## config.mk

```make
export PLATFORM = sky130hd
export DESIGN_NAME = hsl_ch_fix
export DESIGN_NICKNAME = d
export VERILOG_FILES = /design/src/rtl/core/hsl_pkg.sv /design/src/rtl/core/hsl_ch_fix.sv
export SDC_FILE = /design/constraint.sdc
export NUM_CORES = 1
export LEC_CHECK = 0
export BUFFER_PORTS_ARGS = -buffer_cell sky130_fd_sc_hd__buf_2
export CAP_MARGIN = 25
export CORE_MARGIN = 1
export CORE_UTILIZATION = 45
export DETAILED_ROUTE_END_ITERATION = 12
export GPL_TIMING_DRIVEN = 0
export PLACE_DENSITY = 0.63
export RECOVER_POWER = 50
export SYNTH_ARGS = -nofsm -noshare
export SYNTH_HDL_FRONTEND = slang
export SYNTH_SLANG_ARGS = --single-unit
```

## constraint.sdc

```tcl
create_clock -name vclk -period 12
set_input_delay 0.6 -clock vclk [all_inputs]
set_output_delay 0.6 -clock vclk [all_outputs]
set_load 0.02 [all_outputs]
```

## src/rtl/core/hsl_pkg.sv

```systemverilog
package hsl_pkg;

  // default channel width, unsigned fraction of one
  localparam int unsigned CHANNEL_BITS = 16;

  // hue in 1/64 degree steps, one full turn is 360 * 64
  localparam int unsigned HUE_W      = 15;
  localparam int unsigned HUE_PERIOD = 23040;

  // one unit of k: 30 degrees for hsl, 60 degrees for hsv
  localparam int unsigned HSL_UNIT = 1920;
  localparam int unsigned HSV_UNIT = 3840;

  // hsl unit split into an odd factor and a power of two: 1920 = 15 << 7
  localparam int unsigned UNIT_ODD = 15;
  localparam int unsigned UNIT_POW = 7;

  // per-channel hue offsets n * unit
  localparam int unsigned HSL_OFS_RED   = 0 * HSL_UNIT;
  localparam int unsigned HSL_OFS_GREEN = 8 * HSL_UNIT;
  localparam int unsigned HSL_OFS_BLUE  = 4 * HSL_UNIT;
  localparam int unsigned HSV_OFS_RED   = 5 * HSV_UNIT;
  localparam int unsigned HSV_OFS_GREEN = 3 * HSV_UNIT;
  localparam int unsigned HSV_OFS_BLUE  = 1 * HSV_UNIT;

  // hue coefficient, covers -1920 .. 3840
  localparam int unsigned COEF_W = 13;

  // register stages from input transfer to output register
  localparam int unsigned PIPE_DEPTH = 6;

  typedef enum logic {
    MODE_HSL = 1'b0,
    MODE_HSV = 1'b1
  } mode_e;

  typedef logic signed [COEF_W-1:0] coef_t;

  typedef struct packed {
    coef_t red;
    coef_t green;
    coef_t blue;
  } coef_set_t;

endpackage

```

## src/rtl/core/hsl_ch_fix.sv

```systemverilog
module hsl_ch_fix #(
  parameter int unsigned W = hsl_pkg::CHANNEL_BITS
) (
  input  logic [W+3:0]  y_i,
  input  logic [W:0]    q0_i,
  output logic [W-1:0]  ch_o
);

  logic [W+4:0] rem;
  logic [W+1:0] q;

  // estimate is at most one short of the true quotient
  assign rem = (W+5)'(y_i) - ((W+5)'(q0_i) * (W+5)'(hsl_pkg::UNIT_ODD));
  assign q   = (W+2)'(q0_i) + (W+2)'(rem >= (W+5)'(hsl_pkg::UNIT_ODD));

  // full scale saturates to the largest code
  assign ch_o = (q[W+1:W] != 2'b00) ? '1 : q[W-1:0];

endmodule

```

==> Yosys cells after proc, flatten, opt, wreduce, memory -nomap -nowiden <==
Index checks and enable logic that the tools add are counted.
{ "word_totals": {"out_inout_bits": 16, "register_bits": 0, "in_bits": 37} }
{ "classes": {"n_lt_le_gt_ge": 1, "n_mul": 1, "muxes": 1, "n_reduce_logical": 1, "add_sub_neg": 2} }
{ "op_table": {"columns": ["cell", "count"], "rows": [
  ["$ge A21 B4 Y1 const B", 1],
  ["$mul A17 B4 Y21 const B", 1],
  ["$sub A20 B21 Y21", 1],
  ["$add A17 B1 Y18", 1],
  ["$mux W16", 1],
  ["$reduce_bool A2 Y1", 1]
]} }

==> Depth between registers and ports, before layout <==
{ "depth": {"depth_word": 6, "ltp_mapped": 25, "mapped_depth_nobuf": 24} }

==> Worst setup path after synthesis <==
No wires, ideal clock.
{ "synth_timing": {"path_kind": "input to output", "startpoint": "input q0_i[7]", "endpoint": "output ch_o[10]", "path_slack_ps": 5647, "arrival_time_ps": 5753, "path_stages": 23, "path_cell_list": "inv_1 > fa_1 > inv_1 > fa_1 > inv_1 > fa_1 > ha_1 > a211o_1 > nor4_1 > o31a_1 > nor3_1 > or3_1 > xnor2_1 > nand4_1 > ha_1 > ha_1 > and3_1 > and3_1 > nand4_1 > xnor2_1 > a31oi_1 > buf_2 > nand2_1"} }
{ "synth_between": {"elab_chain_cells": 6} }
{ "synth_rtl": {"columns": ["item", "line_no", "text"], "rows": [
  ["start: declaration", "hsl_ch_fix.sv:5", "input logic [W:0] q0_i,"],
  ["$mul A17 B4 Y21", "hsl_ch_fix.sv:13", "assign rem = (W+5)'(y_i) - ((W+5)'(q0_i) * (W+5)'(hsl_pkg::UNIT_ODD));"],
  ["$sub A20 B21 Y21", "hsl_ch_fix.sv:13", null],
  ["$ge A21 B4 Y1", "hsl_ch_fix.sv:14", "assign q = (W+2)'(q0_i) + (W+2)'(rem >= (W+5)'(hsl_pkg::UNIT_ODD));"],
  ["$add A17 B1 Y18 (*)", "hsl_ch_fix.sv:14", null],
  ["$reduce_bool A2 Y1", "hsl_ch_fix.sv:17", "assign ch_o = (q[W+1:W] != 2'b00) ? '1 : q[W-1:0];"],
  ["$mux W16 (*)", "hsl_ch_fix.sv:17", null],
  ["end: declaration", "hsl_ch_fix.sv:6", "output logic [W-1:0] ch_o"]
]} }
Mark *: on every way between the ends. The rest lies on a longest branch, timed or not.

==> Final worst setup path <==
{ "layout_timing": {"startpoint": "input q0_i[10]", "endpoint": "output ch_o[7]"} }
The elaborated chain is that of the path after synthesis.

==> results.py <==
metrics = {
    "worst_hold_path": {
        "hold_path_startpoint": "q0_i[6]",
        "hold_class": "input pin to output port",
        "hold-path-cell-count": 4,
    },
    "finish": {
        "drive_gt1_share_pct": 13.3,
        "regArea_um2": 0,
        "fin_cells": 504,
        "nNetsFinal": 562,
        "seq_cell_count": 0,
        "multi_input_area_um2": 2650,
        "clockBufferCount": 0,
        "fillers": 662,
        "final_cell_mix": "inv_1, fa_1, ha_1",
        "num_antenna_cells": 0,
        "final_common_cell": "inv_1",
        "area_delta_synth_final_pct": 11.6,
    },
    "sta": {
        "hold_violations": 0,
        "final-setup-viol-count": 0,
        "clock.fmax_mhz": 131,
        "fin_crit_ns": 7.66,
        "hold_ws_ns": 1.64,
        "slew_headroom_pct": 51.4,
        "finalSetupTns_ns": 0,
        "finalCritPeriodShare_pct": 63.8,
        "rsz0062_at_grt": "no",
        "worstMarginPinSlew_ns": 0.725,
        "finalMaxSlewViolations": 0,
    },
    "pwr": {
        "p_leak_nw": 1.78,
        "ir_drop_mv": 0.101,
        "powerDensity_nw_per_um2": 133,
    },
    "worst_setup_path": {
        "critPathSlowestCell": "fa_1",
        "startpoint_type": "input pin",
        "worstPathArrival_ns": 7.06,
        "startpoint": "q0_i[10]",
        "endpoint_kind": "output port",
        "criticalPathCategory": "input pin to output port",
        "slowest_delay_ns": 0.55,
        "cp_max_fo": 10,
        "cpMostUsedCell": "nand4_1",
        "worstPathRequired_ns": 11.40,
    },
    "clock_network": {
        "post_cts_resized": 0,
        "cts_hold_buf": 0,
        "cts_setup_buffers": 0,
    },
    "global_routing": {
        "grt_pass1_wl_mm": 10.5,
        "grt.total_usage_pct": 17.6,
        "antenna_found_initial": 0,
        "grt_pass1_vias": 2393,
        "gr-total-overflow": 0,
        "grt_max_degree": 11,
    },
    "yosys": {
        "ys_warn_count": 0,
        "yosysTopAreaCell": "fa_1",
        "synth-seq-area-share_pct": 0,
        "ys_types": 47,
        "syn_area_um2": 3030,
        "syn_area_per_cell_um2": 8.11,
        "synth_top_area_share_pct": 31.7,
        "syn_nets": 507,
        "synth_area_leaders": "fa_1, ha_1, inv_1",
        "postSynthCellCount": 374,
    },
    "die": {
        "fp.coreArea_um2": 6420,
        "fp.dieH_um": 84.1,
        "die-area_um2": 7070,
        "io_pins": 53,
        "fp.dieW_um": 84.1,
        "rows": 29,
        "start_util_pct": 47.2,
    },
    "place": {
        "dp.cells": 504,
        "routabilityCongestion": 0.824,
        "dp_hpwl_mm": 5.44,
        "port_buffers": 53,
    },
    "drt": {
        "drtAntennaViolNets": 0,
        "vias": 2527,
        "drc_errors": 7,
        "dr.pass1.iters": 8,
        "avgRoutedWirePerCell_um": 11.7,
        "first_iter_violations": 93,
        "detail_route.vias_per_cell": 5.01,
        "drt_wl_total_mm": 5.88,
    },
    "flow_run": {
        "maxCapViolCount": 0,
    },
    "outcome": {
        "violations": "DRC",
        "status": "finished with violations",
    },
}
[synthesized netlist by cell type, types with 3 or more instances]
library cell and n:
inv_1 97, fa_1 48, ha_1 48, nand2_1 32
xnor2_1 23, a21oi_1 15, nor2_1 13, nor3_1 11
o21ai_0 9, nand2b_1 6, nand3_1 6, and3_1 5
nand4_1 5, xor2_1 5, a31oi_1 4, nor4_1 3
o211ai_1 3, o21ai_1 3, or3_1 3
[cell families (layout without fill, tap and decap cells)]
kind of cell,after synthesis,after routing,share of synthesized area (%)
buf+inv,101,154,12.7
fa+ha+maj,96,96,51.5
simple gates,94,94,15.5
compound gates,52,52,11.2
xor+xnor,28,28,8.09
mux,3,3,1.07
[where the power goes]
part / internal, W / switching [W]
combinational: 0.000194 / 0.000255
sequential: 0 / 0
clock: 0 / 0
[per-layer routing]
| metal | vias to the layer above | share of wire [%] | global-route usage [%] |
|---|---|---|---|
| met2 | 52 | 51 | 31.8 |
| met4 | 0 | 0 | 0 |
| met3 | 0 | 3.4 | 0.198 |
| li1 | 1286 | - | - |
| met5 | - | 0 | 0 |
| met1 | 1189 | 46 | 25.1 |
[worst paths after layout]
check / to
hold / removal: ch_o[6]
setup / recovery: ch_o[7]
[through the flow]
| stage | util (%) | total power (W) | instance area, um2 | worst slack, ns |
|---|---|---|---|---|
| floorplan | - | 0.000359 | 3030 | 5.65 |
| global placement | 52.9 | 0.000444 | 3390 | 4.61 |
| detailed placement | 52.9 | 0.000451 | 3390 | 4.58 |
| CTS | 52.9 | 0.000453 | 3390 | 4.56 |
| global route | 52.7 | 0.000517 | 3380 | 3.73 |
| finish | 52.7 | 0.000449 | 3380 | 4.34 |
[critical path, delay by kind of cell]
family                     cells  cell delay (ns)
buffers and inverters          7             1.30
xor gates and xnor gates       1             0.07
and+or+nand+nor               10             1.77
AOI/OAI and AO/OA              2             1.02
adders and majority gates      6             2.30
[final cells by class]
cell class	instances	area share (%)
plain buffers	4	0.591
well taps	77	2.85
multi-input cells	273	78.2
inverters	97	10.8
repair buffers	53	7.58
No activity file was read; power rests on OpenSTA's default activity.
