[src/rtl/core/hsl_pkg.sv]
package hsl_pkg;

  // default channel width, unsigned fraction of one
  localparam int unsigned CHANNEL_BITS = 16;

  // hue in 1/64 degree steps, one full turn is 360 * 64
  localparam int unsigned HUE_W      = 15;
  localparam int unsigned HUE_PERIOD = 23040;

  // one unit of k: 30 degrees for hsl, 60 degrees for hsv
  localparam int unsigned HSL_UNIT = 1920;
  localparam int unsigned HSV_UNIT = 3840;

  // hsl unit split into an odd factor and a power of two: 1920 = 15 << 7
  localparam int unsigned UNIT_ODD = 15;
  localparam int unsigned UNIT_POW = 7;

  // per-channel hue offsets n * unit
  localparam int unsigned HSL_OFS_RED   = 0 * HSL_UNIT;
  localparam int unsigned HSL_OFS_GREEN = 8 * HSL_UNIT;
  localparam int unsigned HSL_OFS_BLUE  = 4 * HSL_UNIT;
  localparam int unsigned HSV_OFS_RED   = 5 * HSV_UNIT;
  localparam int unsigned HSV_OFS_GREEN = 3 * HSV_UNIT;
  localparam int unsigned HSV_OFS_BLUE  = 1 * HSV_UNIT;

  // hue coefficient, covers -1920 .. 3840
  localparam int unsigned COEF_W = 13;

  // register stages from input transfer to output register
  localparam int unsigned PIPE_DEPTH = 6;

  typedef enum logic {
    MODE_HSL = 1'b0,
    MODE_HSV = 1'b1
  } mode_e;

  typedef logic signed [COEF_W-1:0] coef_t;

  typedef struct packed {
    coef_t red;
    coef_t green;
    coef_t blue;
  } coef_set_t;

endpackage

[src/rtl/core/hsl_ch_round.sv]
module hsl_ch_round #(
  parameter int unsigned W = hsl_pkg::CHANNEL_BITS
) (
  input  hsl_pkg::mode_e          mode_i,
  input  logic [W-1:0]            base_i,
  input  logic signed [2*W+13:0]  term_i,
  output logic [W+3:0]            y_o
);

  localparam int unsigned XW = 2 * W + 15;
  localparam int unsigned SH = W + hsl_pkg::UNIT_POW;

  logic [XW-1:0]         b_ext;
  logic [XW-1:0]         hsl_x;
  logic [XW-1:0]         sum_x;
  logic signed [XW-1:0]  t_ext;
  logic signed [XW-1:0]  x;

  // base * den plus half a den, hsv den is twice the hsl den
  assign b_ext = XW'(base_i);
  assign hsl_x = ((b_ext * XW'(hsl_pkg::HSL_UNIT)) << W) +
                 (XW'(hsl_pkg::HSL_UNIT) << (W - 1));
  assign sum_x = (mode_i == hsl_pkg::MODE_HSV) ? (hsl_x << 1) : hsl_x;

  // subtract the hue term, the result is never negative
  assign t_ext = XW'(term_i);
  assign x     = $signed(sum_x) - t_ext;

  // drop the power-of-two part of the den, the odd factor is left
  assign y_o = (mode_i == hsl_pkg::MODE_HSV) ? x[SH+1 +: W+4] : x[SH +: W+4];

endmodule

[config.mk]
export PLATFORM = sky130hd
export DESIGN_NAME = hsl_ch_round
export DESIGN_NICKNAME = d
export VERILOG_FILES = /design/src/rtl/core/hsl_pkg.sv /design/src/rtl/core/hsl_ch_round.sv
export SDC_FILE = /design/constraint.sdc
export NUM_CORES = 1
export LEC_CHECK = 0
export CAP_MARGIN = 20
export CORE_UTILIZATION = 52
export DETAILED_ROUTE_END_ITERATION = 7
export DONT_BUFFER_PORTS = 1
export PLACE_DENSITY = 0.67
export REMOVE_ABC_BUFFERS = 1
export SETUP_SLACK_MARGIN = 0.15
export SLEW_MARGIN = 20
export SYNTH_ARGS = -nofsm -noshare
export SYNTH_HDL_FRONTEND = slang
export SYNTH_SLANG_ARGS = --single-unit
[constraint.sdc]
create_clock -name vclk -period 5.5
set_clock_uncertainty 0.1 [all_clocks]
set_input_delay 0 -clock vclk [all_inputs]
set_output_delay 0 -clock vclk [all_outputs]
set_load 0.02 [all_outputs]
After elaboration in Yosys (flattened, before gate mapping)
Cells that the tools add are included.

word-level totals
  input port bits = 63
  output and inout bits = 20
  register bits = 0
  word-level logic and storage cells = 5

operators by class
  $add $sub $neg = 2
  multiply operators = 1
  muxes and demuxes = 2

operators with widths
  kind                                                                   number
  43-bit by 26-bit adder with 44-bit output (second input constant)      1
  44-bit 2-to-1 mux                                                      1
  44-bit subtractor                                                      1
  16-bit by 4-bit multiplier with 20-bit output (second input constant)  1
  20-bit 2-to-1 mux                                                      1

Depth between registers and ports, before layout
Gate-level depths: netlist of run 1.

  depth after elaboration = 5
  gate-level depth with buffers = 25
  mapped depth without buffers = 24

Least setup slack after synthesis of run 1
Ideal clock, no wire load.

  kind = input to output
  start = in base_i[5]
  end = out y_o[16]
  required time = 5.400 ns
  slack = 0.456 ns
  stages = 25
  arrival time = 4.944 ns
  buffers on the path = 1
  cells stage by stage = inv_1 > fa_1 > fa_1 > inv_1 > ha_1 > buf_6 > a2111o_1 > a21o_1 > a31o_1 > a211o_1 > nand2_1 > nor2_1 > nand2_1 > o21ai_0 > a31oi_1 > ha_1 > a21o_1 > a21oi_1 > nand2b_1 > nor2b_1 > o21ai_2 > a21o_1 > xor2_1 > o21ai_0 > a21oi_1

on the way
  word-level cells in the longest chain between the ends = 5

ends and longest elaborated chain
  what                                           RTL line            RTL
  start: declaration                             hsl_ch_round.sv:5   input logic [W-1:0] base_i,
  16-bit by 4-bit multiplier with 20-bit output  hsl_ch_round.sv:21  assign hsl_x = ((b_ext * XW'(hsl_pkg::HSL_UNIT)) << W) +
  43-bit by 26-bit adder with 44-bit output      hsl_ch_round.sv:21
  44-bit 2-to-1 mux                              hsl_ch_round.sv:23  assign sum_x = (mode_i == hsl_pkg::MODE_HSV) ? (hsl_x << 1) : hsl_x;
  44-bit subtractor                              hsl_ch_round.sv:27  assign x = $signed(sum_x) - t_ext;
  20-bit 2-to-1 mux                              hsl_ch_round.sv:30  assign y_o = (mode_i == hsl_pkg::MODE_HSV) ? x[SH+1 +: W+4] : x[SH +: W+4];
  end: declaration                               hsl_ch_round.sv:7   output logic [W+3:0] y_o

Every way passes these cells.

Worst setup path after layout of run 1
  start = in base_i[3]
  end = out y_o[19]

The elaborated chain is that of the path after synthesis.

==> flow_summary.json, run 1 <==
{
  "status": "finished, final reports clean",
  "initial_core_util_pct": 54.7,
  "required_ps": 5400,
  "critical_path.top_delay_family": "compound AO/OA/AOI/OAI gates",
  "yosysWarnings": 0,
  "power_leakage_nw": 2.06,
  "finalCritPeriodShare_pct": 93.7,
  "tns_ps": 0,
  "synthDominantCellAreaShare_pct": 14.3,
  "pwr-share-clk_pct": 0,
  "drt_pass1_iterations": 4,
  "wl_met1_um": 4390,
  "finalHoldViolations": 0,
  "syn_to_final_growth_pct": 11.3,
  "finalSetupViolCount": 0,
  "synth_commonest_cells": "77 x inv_1, 48 x nand2_1, 45 x ha_1",
  "p_total_mw": 2.81,
  "vias": 3847,
  "routed-wl-met3_um": 224,
  "row_count": 31,
  "worst_ir_drop_vdd_mv": 0.264,
  "critPathMaxFanout": 5,
  "routed_wl_um": 8780,
  "seqPwrFrac_pct": 0,
  "io_pins": 83,
  "final_layout_size_suffix_gt1_share_pct": 15.3,
  "antenna_found_initial": 0,
  "vias_per_cell": 5.81,
  "powerDensity_mw_per_mm2": 624,
  "synth_area_leaders": "fa_1 14%, ha_1 14%, inv_1 7.1%",
  "portBuffers": 0,
  "grt_pass1_vias": 3442,
  "wl_met2_um": 4150,
  "fmax_mhz": 194,
  "relSlewSlack_pct": 40.3,
  "diodes": 0,
  "nFillCells": 661,
  "clock_buffers": 0,
  "top_layer_used": "met4",
  "min_period_ps": 5150,
  "power.share.switching_pct": 57.9,
  "antenna_left": 0,
  "layout.nets": 702,
  "critPathLaunchType": "primary input",
  "dieArea_mm2": 0.00815,
  "regArea_um2": 0,
  "die_h_um": 90.3,
  "worstMarginPinSlew_ps": 890,
  "yosys.cell_types.count": 73,
  "synth.avg_cell_area_um2": 7.34,
  "die_x_um": 90.3,
  "crit_chain": "clkinvlp_4 -> fa_1 -> fa_1 -> inv_1 -> ha_4 -> a211o_4 -> a221oi_4 -> mux2_4 -> and4_1 -> and2_2 -> xnor2_2 -> mux2i_1 -> ha_1 -> nand2_1 -> o41a_1 -> o211ai_2 -> nand2_1 -> o21a_1 -> o2111a_1 -> nor3_4",
  "cp_slowest_cell": "fa_1",
  "holdBufCountCts": 0,
  "max_stage_delay_ps": 520,
  "yosys.area.top_type": "fa_1",
  "end_kind": "output port",
  "syn-cell-area_mm2": 0.00405,
  "grt_max_degree": 65,
  "grtUsageTotal_pct": 20.6,
  "route.detailed.drc": 0,
  "seq_cells": 0,
  "drt_iter0_drc": 165,
  "grt_setup_unrepaired": "true",
  "dp_hpwl_um": 6970,
  "seq_area_frac_synth_pct": 0,
  "yosysMostFrequentCell": "inv_1",
  "grt_overflow": 0,
  "grt_pass1_wl_um": 14900,
  "place_congestion": 0.835,
  "holdWs_ps": 48.2,
  "p_comb_share_pct": 100.0,
  "hold_class": "primary input to output port",
  "stdcell_area_mm2": 0.00451,
  "worstSetupPathType": "primary input to output port",
  "maxCapViolations": 0,
  "wire_per_inst_um": 13.3,
  "p_int_mw": 1.18,
  "critPathArrivalTime_ps": 5050,
  "fin_util_pct": 60.8,
  "drv_slew": 0,
  "core-area_mm2": 0.00741,
  "crit_buf_inv": 2,
  "switchingPower_mw": 1.63,
  "syn-instance-count": 552,
  "place_area_mm2": 0.00419
}
==> final timing paths <==
path       from      end  slack (ps)  cells after the start
max   base_i[3]  y_o[19]         350                     20
min      mode_i   y_o[2]          50                      1
==> power groups by stage <==
| stage | Sequential, mW | Combinational (mW) | Clock, mW |
|---|---|---|---|
| finish | 0 | 2.81 | 0 |
| floorplan | 0 | 2.08 | 0 |
| global placement | 0 | 2.48 | 0 |
| CTS | 0 | 2.53 | 0 |
| global route | 0 | 3.12 | 0 |
| detailed placement | 0 | 2.52 | 0 |
==> kinds of logic after synthesis <==
kind of cell,share of synthesized area (%)
adder cells (fa/ha/maj),28.2
AO/OA/AOI/OAI,26.0
AND/OR/NAND/NOR,23.2
XOR/XNOR,9.79
buffers and inverters,8.71
multiplexers,4.05
==> stage by stage <==
stage,setup WS (ps),cells
after global routing,66.5,662
after floorplan,471,538
after detailed placement,180,647
after CTS,162,647
after global placement,234,647
final,348,662
==> layout make-up <==
type / count / area, µm² / share of cell area [%]
multi-input cells: 460 / 3880 / 86.2
inverters: 78 / 312 / 6.91
well taps: 99 / 124 / 2.75
repair buffers: 25 / 188 / 4.16
==> metal layers <==
metal  global-route usage, %  up-vias
li1                        -     1986
met1                    30.2     1793
met2                    35.3       66
met3                   0.758        2
met4                   0.538        0
met5                       0        -
==> layout by cell type (no fill, tap or decap), types with 14 or more instances in the layout <==
cell,count
xnor2_1,21
nor2_1,29
buf_4,25
fa_1,28
nor3_1,14
inv_1,72
xor2_1,16
a21o_1,17
o21ai_0,22
ha_1,37
a21oi_1,38
nand2_1,48
==> what timing repair did <==
| item | CTS | global route |
|---|---|---|
| resized for setup | 0 | 45 |
| setup endpoints to repair | 0 | 8 |
| buffers inserted | 0 | 15 |
Note: power is estimated with default switching activity, not from simulation.
==> run 2: changes to the inputs <==
--- a/config.mk
+++ b/config.mk
@@ -6,10 +6,12 @@
 export NUM_CORES = 1
 export LEC_CHECK = 0
 export CAP_MARGIN = 20
-export CORE_UTILIZATION = 52
+export CORE_ASPECT_RATIO = 1.75
+export CORE_MARGIN = 2
+export CORE_UTILIZATION = 60
 export DETAILED_ROUTE_END_ITERATION = 7
 export DONT_BUFFER_PORTS = 1
-export PLACE_DENSITY = 0.67
+export PLACE_DENSITY = 0.76
 export REMOVE_ABC_BUFFERS = 1
 export SETUP_SLACK_MARGIN = 0.15
 export SLEW_MARGIN = 20
==> flow_summary.json, run 2 (synthesis results as in run 1) <==
{
  "status": "finished, final reports clean",
  "fmax_mhz": 192,
  "grt_overflow": 0,
  "syn_to_final_growth_pct": 13.1,
  "finalSetupViolCount": 0,
  "fin_util_pct": 70.1,
  "finalHoldViolations": 0,
  "antenna_found_initial": 0,
  "holdBufCountCts": 0,
  "portBuffers": 0,
  "drv_slew": 0,
  "worstMarginPinSlew_ps": 742,
  "final_common_cell": "inv_1",
  "vias_per_cell": 6.21,
  "core-area_mm2": 0.00654,
  "nFillCells": 539,
  "grt_setup_unrepaired": "true",
  "route.detailed.drc": 0,
  "layout.nets": 710,
  "end_kind": "output port",
  "routed-wl-met3_um": 240,
  "clock_buffers": 0,
  "critPathMaxFanout": 6,
  "holdWs_ps": 45.7,
  "required_ps": 5400,
  "seq_cells": 0,
  "vias": 4054,
  "grt_pass1_wl_um": 15700,
  "critPathLaunchType": "primary input",
  "min_period_ps": 5220,
  "hold_class": "primary input to output port",
  "finalCritPeriodShare_pct": 94.9,
  "grt_max_degree": 65,
  "worstSetupPathType": "primary input to output port",
  "p_total_mw": 2.91,
  "die_x_um": 66.1,
  "grtUsageTotal_pct": 24.6,
  "place_congestion": 0.902,
  "top_layer_used": "met4",
  "wl_met2_um": 5650,
  "tns_ps": 0,
  "worst_ir_drop_vdd_mv": 0.251,
  "multiInputGateArea_mm2": 0.00392,
  "regArea_um2": 0,
  "power_leakage_nw": 2.11,
  "critPathArrivalTime_ps": 5120,
  "row_count": 39,
  "placed_cells": 632,
  "wire_per_inst_um": 15.1,
  "drt_pass1_iterations": 4,
  "powerDensity_mw_per_mm2": 635,
  "dp_hpwl_um": 7600,
  "antenna_left": 0,
  "io_pins": 83,
  "die_h_um": 113,
  "initial_core_util_pct": 61.9,
  "final_cell_mix": "71 x inv_1, 48 x nand2_1, 39 x a21oi_1",
  "drt_iter0_drc": 201,
  "dieArea_mm2": 0.00745,
  "grt_pass1_vias": 3976,
  "routed_wl_um": 9830,
  "wl_met1_um": 3740,
  "relSlewSlack_pct": 50.1,
  "maxCapViolations": 0,
  "diodes": 0,
  "final_layout_size_suffix_gt1_share_pct": 16.5,
  "fin_cells": 653
}
## run 2: cell types whose count changed in the layout (fill, tap and decap cells not counted), sizes merged
cell,delta
inv,-1
xnor2,+1
buf,+7
clkinvlp,+1
## run 2: critical path, cell delays in order
cell	delay (ps)
clkinvlp_4	100
fa_1	520
fa_1	530
inv_1	60
ha_4	260
o211ai_1	330
o211ai_4	160
o2111a_1	300
or3_4	380
buf_4	160
xnor2_2	240
mux2i_1	110
a211o_1	320
ha_2	320
a21oi_2	190
nand2b_4	160
nor2b_4	150
o21ai_4	80
a21o_1	200
a211oi_2	220
a21o_1	100
a21oi_1	60
buf_4	160
## run 2: what timing repair did
item	CTS	global route
setup buffers	1	19
setup endpoints to repair	3	8
resized for setup	5	41
gates cloned	0	1
pin swaps	3	26
## run 2: final timing paths
path / from / cells past startpoint / slack (ps) / endpoint
worst max-delay path: base_i[3] / 23 / 280 / y_o[16]
worst min-delay path: mode_i / 1 / 50 / y_o[2]
## run 2: final cells by class
cell class         instances  area share [%]
repair buffers            32            5.24
inverters                 78            6.88
well taps                 82            2.24
multi-input cells        461            85.6
## run 2: metrics by stage
step / setup WS (ps) / area, µm²
floorplan: 471 / 3990
CTS: 133 / 4210
global placement: 247 / 4180
global route: 74.1 / 4580
detailed placement: 68.6 / 4180
finish: 279 / 4580
## run 2: power by group
part / internal [mW] / total (mW) / switching, mW
combinational: 1.23 / 2.91 / 1.68
sequential: 0 / 0 / 0
clock: 0 / 0 / 0
## run 2: routing by layer
layer / vias to the layer above / track usage (%)
met2: 114 / 51.3
met3: 23 / 0.601
met1: 1923 / 25.3
met4: 0 / 5.71
met5: - / 0
li1: 1994 / -
