[src/rtl/core/hsl_pkg.sv]
package hsl_pkg;

  // default channel width, unsigned fraction of one
  localparam int unsigned CHANNEL_BITS = 16;

  // hue in 1/64 degree steps, one full turn is 360 * 64
  localparam int unsigned HUE_W      = 15;
  localparam int unsigned HUE_PERIOD = 23040;

  // one unit of k: 30 degrees for hsl, 60 degrees for hsv
  localparam int unsigned HSL_UNIT = 1920;
  localparam int unsigned HSV_UNIT = 3840;

  // hsl unit split into an odd factor and a power of two: 1920 = 15 << 7
  localparam int unsigned UNIT_ODD = 15;
  localparam int unsigned UNIT_POW = 7;

  // per-channel hue offsets n * unit
  localparam int unsigned HSL_OFS_RED   = 0 * HSL_UNIT;
  localparam int unsigned HSL_OFS_GREEN = 8 * HSL_UNIT;
  localparam int unsigned HSL_OFS_BLUE  = 4 * HSL_UNIT;
  localparam int unsigned HSV_OFS_RED   = 5 * HSV_UNIT;
  localparam int unsigned HSV_OFS_GREEN = 3 * HSV_UNIT;
  localparam int unsigned HSV_OFS_BLUE  = 1 * HSV_UNIT;

  // hue coefficient, covers -1920 .. 3840
  localparam int unsigned COEF_W = 13;

  // register stages from input transfer to output register
  localparam int unsigned PIPE_DEPTH = 6;

  typedef enum logic {
    MODE_HSL = 1'b0,
    MODE_HSV = 1'b1
  } mode_e;

  typedef logic signed [COEF_W-1:0] coef_t;

  typedef struct packed {
    coef_t red;
    coef_t green;
    coef_t blue;
  } coef_set_t;

endpackage

[src/rtl/core/hsl_hue_dec.sv]
module hsl_hue_dec (
  input  hsl_pkg::mode_e             mode_i,
  input  logic [hsl_pkg::HUE_W-1:0]  hue_i,
  output hsl_pkg::coef_set_t         coef_o
);

  localparam int unsigned KW = 17;
  localparam int unsigned SW = KW + 1;

  localparam logic [KW-1:0] PERIOD = KW'(hsl_pkg::HUE_PERIOD);

  localparam logic signed [SW-1:0] HSL_HI  = SW'(hsl_pkg::HSL_UNIT);
  localparam logic signed [SW-1:0] HSL_LO  = -HSL_HI;
  localparam logic signed [SW-1:0] HSL_K3  = SW'(3 * hsl_pkg::HSL_UNIT);
  localparam logic signed [SW-1:0] HSL_K9  = SW'(9 * hsl_pkg::HSL_UNIT);
  localparam logic signed [SW-1:0] HSV_HI  = SW'(hsl_pkg::HSV_UNIT);
  localparam logic signed [SW-1:0] HSV_LO  = '0;
  localparam logic signed [SW-1:0] HSV_K4  = SW'(4 * hsl_pkg::HSV_UNIT);

  logic [hsl_pkg::HUE_W-1:0] hue_red;
  logic [KW-1:0]             hue_ext;

  // piecewise-linear ramp of one channel, clamped to its plateau values
  function automatic hsl_pkg::coef_t chan_coef(input hsl_pkg::mode_e mode,
                                               input logic [KW-1:0] hr,
                                               input logic [KW-1:0] ofs);
    logic [KW-1:0]          k_sum;
    logic [KW-1:0]          k;
    logic signed [SW-1:0]   ks;
    logic signed [SW-1:0]   f;
    logic signed [SW-1:0]   alt;
    logic signed [SW-1:0]   lo;
    logic signed [SW-1:0]   hi;
    logic signed [SW-1:0]   res;
    k_sum = hr + ofs;
    k     = (k_sum >= PERIOD) ? k_sum - PERIOD : k_sum;
    ks    = $signed({1'b0, k});
    if (mode == hsl_pkg::MODE_HSV) begin
      f   = ks;
      alt = HSV_K4 - ks;
      lo  = HSV_LO;
      hi  = HSV_HI;
    end else begin
      f   = ks - HSL_K3;
      alt = HSL_K9 - ks;
      lo  = HSL_LO;
      hi  = HSL_HI;
    end
    res = (alt < f) ? alt : f;
    if (res > hi) begin
      res = hi;
    end
    if (res < lo) begin
      res = lo;
    end
    return res[hsl_pkg::COEF_W-1:0];
  endfunction

  // bring hue into one turn, it is below two turns
  assign hue_red = (hue_i >= hsl_pkg::HUE_W'(hsl_pkg::HUE_PERIOD)) ?
                   hue_i - hsl_pkg::HUE_W'(hsl_pkg::HUE_PERIOD) : hue_i;
  assign hue_ext = KW'(hue_red);

  // per-channel offsets depend on the mode
  always_comb begin
    if (mode_i == hsl_pkg::MODE_HSV) begin
      coef_o.red   = chan_coef(mode_i, hue_ext, KW'(hsl_pkg::HSV_OFS_RED));
      coef_o.green = chan_coef(mode_i, hue_ext, KW'(hsl_pkg::HSV_OFS_GREEN));
      coef_o.blue  = chan_coef(mode_i, hue_ext, KW'(hsl_pkg::HSV_OFS_BLUE));
    end else begin
      coef_o.red   = chan_coef(mode_i, hue_ext, KW'(hsl_pkg::HSL_OFS_RED));
      coef_o.green = chan_coef(mode_i, hue_ext, KW'(hsl_pkg::HSL_OFS_GREEN));
      coef_o.blue  = chan_coef(mode_i, hue_ext, KW'(hsl_pkg::HSL_OFS_BLUE));
    end
  end

endmodule

[config.mk]
export PLATFORM = sky130hd
export DESIGN_NAME = hsl_hue_dec
export DESIGN_NICKNAME = d
export VERILOG_FILES = /design/src/rtl/core/hsl_pkg.sv /design/src/rtl/core/hsl_hue_dec.sv
export SDC_FILE = /design/constraint.sdc
export NUM_CORES = 1
export LEC_CHECK = 0
export ABC_AREA = 1
export BUFFER_PORTS_ARGS = -buffer_cell sky130_fd_sc_hd__buf_2
export CORE_MARGIN = 8
export CORE_UTILIZATION = 35
export DETAILED_ROUTE_END_ITERATION = 16
export PLACE_DENSITY = 0.51
export SLEW_MARGIN = 40
export SYNTH_ARGS = -nofsm -noshare
export SYNTH_HDL_FRONTEND = slang
export SYNTH_SLANG_ARGS = --single-unit
[constraint.sdc]
create_clock -name vclk -period 8.6
set_clock_uncertainty 0.1 [all_clocks]
set_input_delay 1.29 -clock vclk [all_inputs]
set_output_delay 1.29 -clock vclk [all_outputs]
set_load 0.01 [all_outputs]
* After elaboration in Yosys (flattened, before gate mapping) *
Cells that the tools add are included.
Widths: inputs -> output; s select.

word-level totals
  bits in registers = 0
  output and inout port bits = 39
  logic and storage cells = 94

operators by class
  add/sub/neg operators = 21
  muxes and demuxes = 48
  $lt $le $gt $ge = 25

operator list
  cell                    count
  $mux 18                 34
  $lt 18x18->1            12
  $gt 18x18->1            6
  $mux 17                 6
  $sub 16x15->17 const B  5
  $ge 16x15->1 const B    5
  $mux 13                 6
  $sub 14x17->18 const A  3
  $sub 15x17->18 const A  3
  $sub 17x13->18 const B  3
  $mux 39                 1
  $add 15x14->16 const B  2
  $ge 15x15->1 const B    2
  $add 15x12->16 const B  1
  $add 15x13->16 const B  1
  $add 15x15->16 const B  1
  $sub 15x15->16 const B  1
  $mux 15                 1
  $sub 15x15->15 const B  1

* Logic depth before layout (Yosys ltp) *
Gate-level depths: netlist of run 1.

  depth after elaboration = 15
  mapped depth = 49
  gate-level depth less buffers = 47

* Least setup slack after synthesis of run 1 *
OpenSTA, ideal clock, no wires.

  path type = input -> output
  start point = in hue_i[1] (netlist bit)
  end point = out coef_o[7] (netlist bit)
  cell stages on the path = 39
  slack = 333 ps
  buffers on the path = 2
  arrival = 6877 ps
  required time = 7210 ps
  cells stage by stage = inv_1 -> ha_1 -> nand3_1 -> nor2_2 -> nand2_4 -> nand2_4 -> nand2_2 -> nand2_2 -> buf_6 -> ha_1 -> nand2_1 -> o21ai_2 -> xor2_1 -> nand2_1 -> nor3_1 -> nand3_1 -> nand2_2 -> nand2_1 -> (+3 left out) -> o21ai_0 -> ha_1 -> xor2_1 -> a21oi_1 -> a211o_1 -> ha_1 -> clkbuf_1 -> o21ai_0 -> nor4_1 -> nand3_1 -> nand3_1 -> nand2_1 -> nor4_1 -> nand2_1 -> inv_1 -> nand2_1 -> or2_0 -> nand2_1

RTL lines
  element          RTL line          source
  start, declared  hsl_hue_dec.sv:3  input logic [hsl_pkg::HUE_W-1:0] hue_i,
  end, declared    hsl_hue_dec.sv:4  output hsl_pkg::coef_set_t coef_o

==> impl_table.tex, run 1 <==
\begin{tabular}{lr}
\hline
Metric & Value \\
\hline
\multicolumn{2}{l}{\textbf{Placement}} \\
\quad Placed instance count & 1728 \\
\quad Area after DPL & 8391 sq um \\
\quad Gp weighted congestion & 0.9523 \\
\quad Half-perimeter wire length after detailed placement & 21360 um \\
\quad Worst slack at placement & -0.1019 ns \\
\quad Number of I/O port buffers & 55 \\
\multicolumn{2}{l}{\textbf{Global routing}} \\
\quad Number of global-route vias before repair & approximately 8000 \\
\quad Gr ovfl total & 0 \\
\quad GRT Total Usage & 0.2016 \\
\quad Initial antenna violation count & 0 \\
\quad Largest net degree at the start of global routing & 20 \\
\quad First-pass GRT wire length & 40740 um \\
\multicolumn{2}{l}{\textbf{Synthesis}} \\
\quad Per-instance average area after synthesis & 5.325 sq um \\
\quad Cell taking the most area after synthesis & nand2\_1 \\
\quad Cells taking the most area after synthesis & nand2\_1, ha\_1, inv\_1 \\
\quad Cell Area, Synth & 6885 sq um \\
\quad Post-Syn Nets & approximately 1400 \\
\quad Count of yosys warnings during synthesis & 0 \\
\quad Area fraction of the dominant cell type after synthesis & 0.2224 \\
\quad Post-synthesis cell count & approximately 1300 \\
\quad Post-synthesis sequential area ratio & 0 \\
\quad Count of distinct cell types in the synthesized netlist & 55 \\
\multicolumn{2}{l}{\textbf{Timing}} \\
\quad Max-slew violations & 0 \\
\quad Min setup slack post-route & 0.2305 ns \\
\quad Maximum frequency from static timing analysis & around 120 MHz \\
\quad Fin. Hold Viols & 0 \\
\quad Fraction of the cycle the final worst path needs & 0.9732 \\
\quad Worst rel slew slack & 0.5570 \\
\quad Unrepaired setup endpoints after global routing & yes \\
\quad Final setup fails & 0 \\
\quad Worst-margin pin slew & 0.6645 ns \\
\quad Minimum clock period after layout & 8.369 ns \\
\multicolumn{2}{l}{\textbf{Power and ir drop}} \\
\quad Leakage power of the design & 5.016 nW \\
\quad Worst IR Drop VDD & 0.1828 mV \\
\quad Cell area power density & 304.1 nW/um\^{}2 \\
\multicolumn{2}{l}{\textbf{Floorplanning}} \\
\quad FP Rows & 51 \\
\quad Die area & 24420 sq um \\
\quad Initial Utilization & 0.3549 \\
\quad Die outline height & 156.3 um \\
\quad Core Region & about 19000 sq um \\
\quad Number of top-level pins & 55 \\
\quad Width of the die & 156.3 um \\
\multicolumn{2}{l}{\textbf{Final layout}} \\
\quad P\&R area growth vs syn & 44.12\% \\
\quad Post-Layout Inst Area & a little under 10000 sq um \\
\quad Most frequent standard cell in the layout excluding fill and tap cells & nand2\_1 \\
\quad Fraction of final layout cells with drive strength greater than 1 & 0.3522 \\
\quad Finished Layout Cells & roughly 1800 \\
\quad Sequential cell area & 0 sq um \\
\quad Post-layout net count & $\sim$1600 \\
\quad Number of fillers in the final layout & 2133 \\
\quad Total number of sequential cells & 0 \\
\quad Clock tree buffer count of the final layout & 0 \\
\quad Highest-count cells in the layout ignoring fill and taps & nand2\_1, buf\_4, inv\_1 \\
\quad Ant diodes & 0 \\
\quad Multi-input gate area in the final layout & 7111 sq um \\
\multicolumn{2}{l}{\textbf{Hold path}} \\
\quad Hold Path Class & in2out \\
\multicolumn{2}{l}{\textbf{Setup path}} \\
\quad Critical path buffers and inverters & 12 \\
\quad Worst setup endpoint & coef\_o[16] \\
\quad Type of origin of the critical path & input pin \\
\quad Required arrival time at the worst endpoint & 7.21 ns \\
\quad Critical Path Most Common Cell & nand2\_1 \\
\quad Kind of critical path & in2out \\
\quad Critical path's largest stage delay & 0.41 ns \\
\quad Kind of end point of the critical path & output port \\
\quad Gate family responsible for the most delay along the worst path & simple AND/OR/NAND/NOR gates \\
\quad Maximum net fanout on the critical path & 8 \\
\quad Path length in cells of the critical path & 41 \\
\quad Critical path startpoint & hue\_i[9] \\
\quad Crit-path slowest cell & ha\_2 \\
\quad Arrival time at the worst endpoint & around 7.0 ns \\
\multicolumn{2}{l}{\textbf{Route}} \\
\quad Total vias in the final route & a little over 9000 \\
\quad Residual DRC & 0 \\
\quad Routed vias/inst & 5.082 \\
\quad Remaining antenna violation count & 0 \\
\quad Drt pass-1 iters & 5 \\
\quad Post-detailed-routing wire length & 26890 um \\
\quad Routed length per instance & 15.07 um \\
\quad Violation count after the first detailed-routing iteration & about 710 \\
\multicolumn{2}{l}{\textbf{Run status}} \\
\quad Run status & finished clean \\
\multicolumn{2}{l}{\textbf{Job}} \\
\quad Max Cap Violations & 0 \\
\hline
\end{tabular}
==> cell usage after synthesis (all sizes together) (3+ instances only) <==
library cell,instances
a211oi,4
a21oi,55
a31oi,5
and2,3
buf,16
clkbuf,11
ha,69
inv,161
nand2,452
nand3,106
nand3b,7
nand4,20
nor2,123
nor3,22
nor4,7
o211ai,4
o21ai,135
o31ai,4
or2,4
xnor2,6
xor2,56
==> per-stage QoR <==
stage          TNS, ns  utilization  power (W)  hold WS, ns
5_1_grt         -2.401       0.5115   0.003314        2.943
6_report             0       0.5115   0.003018        2.907
4_1_cts              0       0.4340   0.002415        2.898
3_5_place_dp    -1.052       0.4325   0.002385        2.899
2_1_floorplan        0            -   0.001527        2.602
3_3_place_gp   -0.4205       0.4325   0.002380        2.890
==> what timing repair did <==
| action | in CTS | in global routing |
|---|---|---|
| pin swaps | 2 | 105 |
| setup buffers | 0 | 51 |
| endpoints found under the hold margin | 0 | 0 |
| gates resized for setup | 6 | 285 |
| cloned | 0 | 5 |
| setup endpoints to repair | 18 | 36 |
| hold buffers | 0 | 0 |
==> worst min-delay path, cell delays in order <==
cell     delay (ns)
buf_2          0.09
buf_4          0.11
nand2_1        0.05
nand2_1        0.05
buf_2          0.12
==> cell type report <==
class | count | share of cell area
multi-input combinational | 1107 | 0.7166
timing repair buffer | 250 | 0.1865
inverter | 162 | 0.06355
tap | 265 | 0.03341
==> power breakdown <==
part	switching, W	leakage [nW]	total, W	internal [W]
clock	0	0	0	0
combinational	0.00177	5.02	0.00302	0.00125
sequential	0	0	0	0
total	0.00177	5.02	0.00302	0.00125
==> layer usage <==
| layer | vias to the layer above | wire, um | global-route usage |
|---|---|---|---|
| li1 | 4679 | - | - |
| met1 | 4118 | 12420 | 0.2716 |
| met2 | 231 | 12540 | 0.3493 |
| met3 | 38 | 1277 | 0.009653 |
| met4 | 0 | 641 | 0.03982 |
| met5 | - | 0 | 0 |
==> worst min-delay path by stage <==
stage	slack, ns	depth (start not counted)	to	from
2_1_floorplan	2.60	2	coef_o[13]	hue_i[0]
3_3_place_gp	2.89	5	coef_o[0]	hue_i[0]
3_5_place_dp	2.90	5	coef_o[0]	hue_i[0]
4_1_cts	2.90	5	coef_o[0]	hue_i[0]
5_1_grt	2.94	5	coef_o[13]	hue_i[0]
6_report	2.91	5	coef_o[0]	hue_i[0]
==> cells by family (layout without fill, tap and decap cells) <==
kind of cell    count (synthesis)  count (layout)  synth area share
simple gates                  748             751            0.4854
buf+inv                       189             412            0.1170
fa+ha+maj                      69              69            0.1254
mux                             1               1          0.001454
compound gates                224             224            0.1875
xor+xnor                       62              62           0.08323
No activity file was read; power rests on OpenSTA's default activity.
==> inputs of run 2 (changes only) <==
- PLACE_DENSITY: 0.51 -> 0.49
- clock period: 8.6 -> 10.17 ns (I/O delays scaled with it)
==> impl_table.tex, run 2 (synthesized netlist as in run 1, its figures left out) <==
\begin{tabular}{lr}
\hline
Metric & Value \\
\hline
\multicolumn{2}{l}{\textbf{Run status}} \\
\quad Run status & finished clean \\
\multicolumn{2}{l}{\textbf{Timing}} \\
\quad Fin. Hold Viols & 0 (unchanged) \\
\quad Unrepaired setup endpoints after global routing & no \\
\quad Min setup slack post-route & 0.6444 ns (+0.4139 ns) \\
\quad Sum of negative setup slack & 0 ns (unchanged) \\
\quad Worst rel slew slack & 0.5428 (-0.01422) \\
\quad Fraction of the cycle the final worst path needs & 0.9366 \\
\quad Worst-margin pin slew & 0.6858 ns (+0.02133 ns) \\
\quad Maximum frequency from static timing analysis & 105.0 MHz \\
\quad Final setup fails & 0 (unchanged) \\
\quad Max-slew violations & 0 (unchanged) \\
\quad Minimum clock period after layout & 9.526 ns \\
\multicolumn{2}{l}{\textbf{Final layout}} \\
\quad Ant diodes & 0 (unchanged) \\
\quad Total number of sequential cells & 0 (unchanged) \\
\quad P\&R area growth vs syn & 8.995\% \\
\quad Post-layout net count & 1425 (-11\%) \\
\quad Fraction of final layout cells with drive strength greater than 1 & 0.1428 (-0.2095) \\
\quad Most frequent standard cell in the layout excluding fill and tap cells & nand2\_1 \\
\quad Sequential cell area & 0 sq um (unchanged) \\
\quad Finished Layout Cells & 1603 (-10\%) \\
\quad Clock tree buffer count of the final layout & 0 (unchanged) \\
\quad Highest-count cells in the layout ignoring fill and taps & nand2\_1, inv\_1, nor2\_1 \\
\multicolumn{2}{l}{\textbf{Route}} \\
\quad Routed length per instance & 15.33 um (+1.7\%) \\
\quad Violation count after the first detailed-routing iteration & 520 (-27\%) \\
\quad Remaining antenna violation count & 0 (unchanged) \\
\quad Total vias in the final route & 8144 (-10\%) \\
\quad Drt pass-1 iters & 5 (unchanged) \\
\quad Residual DRC & 0 (unchanged) \\
\quad Routed vias/inst & 5.080 (about the same) \\
\quad Post-detailed-routing wire length & 24570 um (-8.6\%) \\
\multicolumn{2}{l}{\textbf{Global routing}} \\
\quad Number of global-route vias before repair & 7657 (-7.1\%) \\
\quad Largest net degree at the start of global routing & 20 (unchanged) \\
\quad Gr ovfl total & 0 (unchanged) \\
\quad First-pass GRT wire length & 39940 um (-2.0\%) \\
\quad GRT Total Usage & 0.1988 (-0.002853) \\
\quad Initial antenna violation count & 0 (unchanged) \\
\multicolumn{2}{l}{\textbf{Power and ir drop}} \\
\quad Leakage power of the design & 3.931 nW (-22\%) \\
\quad Cell area power density & 238.1 nW/um\^{}2 (-22\%) \\
\quad Worst IR Drop VDD & 0.1501 mV (-18\%) \\
\multicolumn{2}{l}{\textbf{Hold path}} \\
\quad Min-delay src & hue\_i[0] \\
\quad Hold Path Class & in2out \\
\quad Worst hold stages & 4 (-1) \\
\quad Hold EP & coef\_o[0] \\
\multicolumn{2}{l}{\textbf{Setup path}} \\
\quad Type of origin of the critical path & input pin \\
\quad Required arrival time at the worst endpoint & 8.54 ns (+1.33 ns) \\
\quad Kind of critical path & in2out \\
\quad Kind of end point of the critical path & output port \\
\quad Maximum net fanout on the critical path & 19 (+11) \\
\quad Critical path's largest stage delay & 0.46 ns (+0.05 ns) \\
\quad Critical Path Most Common Cell & nand2\_1 \\
\quad Crit-path slowest cell & nor3b\_1 \\
\quad Arrival time at the worst endpoint & 7.90 ns (+0.92 ns) \\
\multicolumn{2}{l}{\textbf{Floorplanning}} \\
\quad Die outline height & 156.3 um (unchanged) \\
\quad Width of the die & 156.3 um (unchanged) \\
\quad Die area & 24420 sq um (unchanged) \\
\quad Number of top-level pins & 55 (unchanged) \\
\quad Core Region & 19400 sq um (unchanged) \\
\quad Initial Utilization & 0.3549 (unchanged) \\
\quad FP Rows & 51 (unchanged) \\
\multicolumn{2}{l}{\textbf{Job}} \\
\quad Max Cap Violations & 0 (unchanged) \\
\multicolumn{2}{l}{\textbf{Placement}} \\
\quad Worst slack at placement & 0.1520 ns (+0.2539 ns) \\
\quad Gp weighted congestion & 0.9546 (+0.24\%) \\
\quad Half-perimeter wire length after detailed placement & 20920 um (-2.1\%) \\
\quad Placed instance count & 1596 (-7.6\%) \\
\quad Number of I/O port buffers & 55 (unchanged) \\
\multicolumn{2}{l}{\textbf{CTS}} \\
\quad Cts-stage hold buffer count & 0 (unchanged) \\
\hline
\end{tabular}
run 2: critical path: cells and delay by family:
kind	cells	cell delay, ns
fa+ha+maj	2	0.55
simple gates	20	3.23
buf+inv	6	0.70
compound gates	9	1.89
run 2: how the worst max path moves through the flow:
stage,from,end,slack [ns],depth (start not counted)
final,hue_i[9],coef_o[20],0.64,37
after global routing,hue_i[9],coef_o[26],0.009,45
after CTS,hue_i[1],coef_o[4],0.15,42
after detailed placement,hue_i[1],coef_o[4],0.15,42
after global placement,hue_i[1],coef_o[20],0.37,40
after floorplan,hue_i[1],coef_o[7],1.43,39
run 2: area by class of cell:
type	count	area, sq um
Timing Repair Buffer	72	402.9
Fill cell	2256	11890
Multi-Input combinational cell	1104	6153
Inverter	162	616.8
Tap cell	265	331.6
run 2: repair_timing:
item                                    4_1_cts  5_1_grt
gates resized for setup                       0       27
buffers inserted                              0        7
endpoints found under the setup margin        0       35
endpoints found under the hold margin         0        0
run 2: routing by layer:
metal	share of wire	global-route usage	vias to the layer above	wire length, um
met5	0	0	-	0
met4	0.022	0.04760	0	539
met3	0.048	0.01407	29	1173
met2	0.44	0.3320	206	10920
met1	0.49	0.2719	3590	11940
li1	-	-	4319	-
run 2: per-stage QoR:
step | hold slack, ns | total power, W | util | instance area (sq um)
global route | 3.340 | 0.002023 | 0.3869 | 7505
CTS | 3.305 | 0.001752 | 0.3802 | 7375
finish | 3.318 | 0.001787 | 0.3869 | 7505
global placement | 3.296 | 0.001756 | 0.3802 | 7375
floorplan | 3.073 | 0.001291 | - | 6885
detailed placement | 3.306 | 0.001743 | 0.3802 | 7375
run 2: power by group:
group	switching, W	total, W	internal (W)
combinational	0.00121	0.00179	0.000578
sequential	0	0	0
clock	0	0	0
total	0.00121	0.00179	0.000578
==> inputs of run 3 (changes only) <==
- PLACE_DENSITY: 0.49 -> 0.51
- clock period: 10.17 -> 8.75 ns (I/O delays scaled with it)
==> impl_table.tex, run 3 (synthesized netlist as in run 1, its figures left out) <==
\begin{tabular}{lr}
\hline
Metric & Value \\
\hline
\multicolumn{2}{l}{\textbf{Hold path}} \\
\quad Min-delay src & hue\_i[0] \\
\quad Hold Path Class & in2out \\
\multicolumn{2}{l}{\textbf{Setup path}} \\
\quad Maximum net fanout on the critical path & 8 (-11) \\
\quad Required arrival time at the worst endpoint & 7.34 ns (-1.20 ns) \\
\quad Crit-path slowest cell & o21ai\_0 \\
\quad Critical path's largest stage delay & 0.36 ns (-0.10 ns) \\
\quad Type of origin of the critical path & input pin \\
\quad Arrival time at the worst endpoint & 7.03 ns (-0.87 ns) \\
\quad Critical path startpoint & hue\_i[9] \\
\quad Kind of end point of the critical path & output port \\
\quad Kind of critical path & in2out \\
\quad Worst setup endpoint & coef\_o[13] \\
\multicolumn{2}{l}{\textbf{Timing}} \\
\quad Minimum clock period after layout & 8.441 ns \\
\quad Maximum frequency from static timing analysis & 118.5 MHz \\
\quad Unrepaired setup endpoints after global routing & yes \\
\quad Worst-margin pin slew & 0.7151 ns (+0.02927 ns) \\
\quad Final setup fails & 0 (unchanged) \\
\quad Fin. Hold Viols & 0 (unchanged) \\
\quad Max-slew violations & 0 (unchanged) \\
\quad Fraction of the cycle the final worst path needs & 0.9647 \\
\quad Worst hold slack after final layout & 2.954 ns (-0.3633 ns) \\
\quad Worst rel slew slack & 0.5233 (-0.01951) \\
\quad Sum of negative setup slack & 0 ns (unchanged) \\
\multicolumn{2}{l}{\textbf{Power and ir drop}} \\
\quad Net Switching & 0.001580 W (+31\%) \\
\quad Clock power frac & 0 (unchanged) \\
\quad Sequential cell fraction of total power & 0 (unchanged) \\
\quad Cell-internal power & 0.001047 W (+81\%) \\
\quad Cell area power density & 290.3 nW/um\^{}2 (+22\%) \\
\quad Part of the power in combinational logic & 1.000 (about the same) \\
\quad Switching share of power & 0.6015 (-0.07526) \\
\quad Post-layout power & 0.002627 W (+47\%) \\
\quad Worst IR Drop VDD & 0.1805 mV (+20\%) \\
\quad Leakage power of the design & 4.638 nW (+18\%) \\
\multicolumn{2}{l}{\textbf{Global routing}} \\
\quad Gr ovfl total & 0 (unchanged) \\
\quad Number of global-route vias before repair & 8009 (+4.6\%) \\
\quad GRT Total Usage & 0.1973 (-0.001473) \\
\quad Largest net degree at the start of global routing & 20 (unchanged) \\
\quad Initial antenna violation count & 0 (unchanged) \\
\quad First-pass GRT wire length & 39920 um (about the same) \\
\multicolumn{2}{l}{\textbf{Final layout}} \\
\quad Number of fillers in the final layout & 2258 (+0.089\%) \\
\quad Fraction of final layout cells with drive strength greater than 1 & 0.2736 (+0.1308) \\
\quad Total number of sequential cells & 0 (unchanged) \\
\quad Sequential cell area & 0 sq um (unchanged) \\
\quad Most frequent standard cell in the layout excluding fill and tap cells & nand2\_1 \\
\quad Clock tree buffer count of the final layout & 0 (unchanged) \\
\quad Highest-count cells in the layout ignoring fill and taps & nand2\_1, buf\_4, inv\_1 \\
\quad Post-Layout Inst Area & 9047 sq um (+21\%) \\
\quad P\&R area growth vs syn & 31.40\% \\
\quad Ant diodes & 0 (unchanged) \\
\quad Post-layout net count & 1549 (+8.7\%) \\
\multicolumn{2}{l}{\textbf{Placement}} \\
\quad Area after DPL & 8150 sq um (+11\%) \\
\quad Half-perimeter wire length after detailed placement & 21010 um (+0.44\%) \\
\quad Number of I/O port buffers & 55 (unchanged) \\
\quad Gp weighted congestion & 0.9702 (+1.6\%) \\
\multicolumn{2}{l}{\textbf{Floorplanning}} \\
\quad Die outline height & 156.3 um (unchanged) \\
\quad Initial Utilization & 0.3549 (unchanged) \\
\quad Die area & 24420 sq um (unchanged) \\
\quad FP Rows & 51 (unchanged) \\
\quad Number of top-level pins & 55 (unchanged) \\
\quad Width of the die & 156.3 um (unchanged) \\
\quad Core Region & 19400 sq um (unchanged) \\
\multicolumn{2}{l}{\textbf{Route}} \\
\quad Routed vias/inst & 5.093 (+0.24\%) \\
\quad Remaining antenna violation count & 0 (unchanged) \\
\quad Drt pass-1 iters & 5 (unchanged) \\
\quad Total vias in the final route & 8795 (+8.0\%) \\
\quad Post-detailed-routing wire length & 25710 um (+4.6\%) \\
\quad Violation count after the first detailed-routing iteration & 679 (+31\%) \\
\quad Residual DRC & 0 (unchanged) \\
\quad Routed length per instance & 14.89 um (-2.9\%) \\
\multicolumn{2}{l}{\textbf{Job}} \\
\quad Max Cap Violations & 0 (unchanged) \\
\multicolumn{2}{l}{\textbf{CTS}} \\
\quad Cts-stage hold buffer count & 0 (unchanged) \\
\multicolumn{2}{l}{\textbf{Run status}} \\
\quad Run status & finished clean \\
\hline
\end{tabular}
-- run 3: changes by cell type in the layout (fill, tap and decap cells not counted), moves of 7 or more --
cell,previous run,this run
inv_1,138,126
nand2_1,406,397
ha_1,65,55
o21ai_0,89,61
nor3_1,19,12
ha_4,2,11
inv_2,20,29
o21ai_2,9,23
o21ai_1,35,45
nor2_1,111,104
buf_4,17,131
-- run 3: layout make-up --
class	instances	area (sq um)	area share
Inverter	162	623.1	0.06887
Multi-Input combinational cell	1105	6690	0.7395
Tap cell	265	331.6	0.03665
Timing Repair Buffer	195	1403	0.1550
-- run 3: timing repair --
| item | in CTS | in global routing |
|---|---|---|
| pin swaps | 1 | 61 |
| endpoints found under the hold margin | 0 | 0 |
| setup buffers | 0 | 29 |
| gates resized for setup | 5 | 173 |
| gates cloned | 0 | 2 |
| endpoints found under the setup margin | 17 | 36 |
-- run 3: power by group through the flow --
stage / sequential [W] / combinational [W] / clock [W]
floorplan: 0 / 0.00150 / 0
CTS: 0 / 0.00227 / 0
global route: 0 / 0.00292 / 0
finish: 0 / 0.00263 / 0
global placement: 0 / 0.00224 / 0
detailed placement: 0 / 0.00225 / 0
-- run 3: worst min path at each step --
stage | to | slack (ns) | depth (start not counted)
finish | coef_o[0] | 2.95 | 5
global route | coef_o[0] | 2.98 | 5
CTS | coef_o[0] | 2.94 | 5
detailed placement | coef_o[0] | 2.94 | 5
global placement | coef_o[0] | 2.94 | 5
floorplan | coef_o[13] | 2.65 | 2
-- run 3: per-stage QoR --
step                      instances  utilization  setup slack [ns]
after floorplan                1293            -            0.4385
after global placement         1696       0.4202           -0.1137
after detailed placement       1696       0.4202          -0.07556
after CTS                      1696       0.4210           0.02316
after global routing           1727       0.4664           -0.1044
final                          1727       0.4664            0.3090
-- run 3: per-layer routing --
metal / vias up / global-route usage / routed length, um
li1: 4568 / - / -
met1: 3957 / 0.2679 / 11960
met2: 223 / 0.3322 / 11580
met3: 47 / 0.01379 / 1404
met4: 0 / 0.04714 / 771
met5: - / 0 / 0
-- run 3: critical path: cells and delay by family --
kind | cells | cell delay [ns]
XOR/XNOR | 2 | 0.39
AND/OR/NAND/NOR | 13 | 1.52
AO/OA/AOI/OAI | 8 | 1.50
buffers and inverters | 12 | 1.37
adder cells (fa/ha/maj) | 4 | 0.89
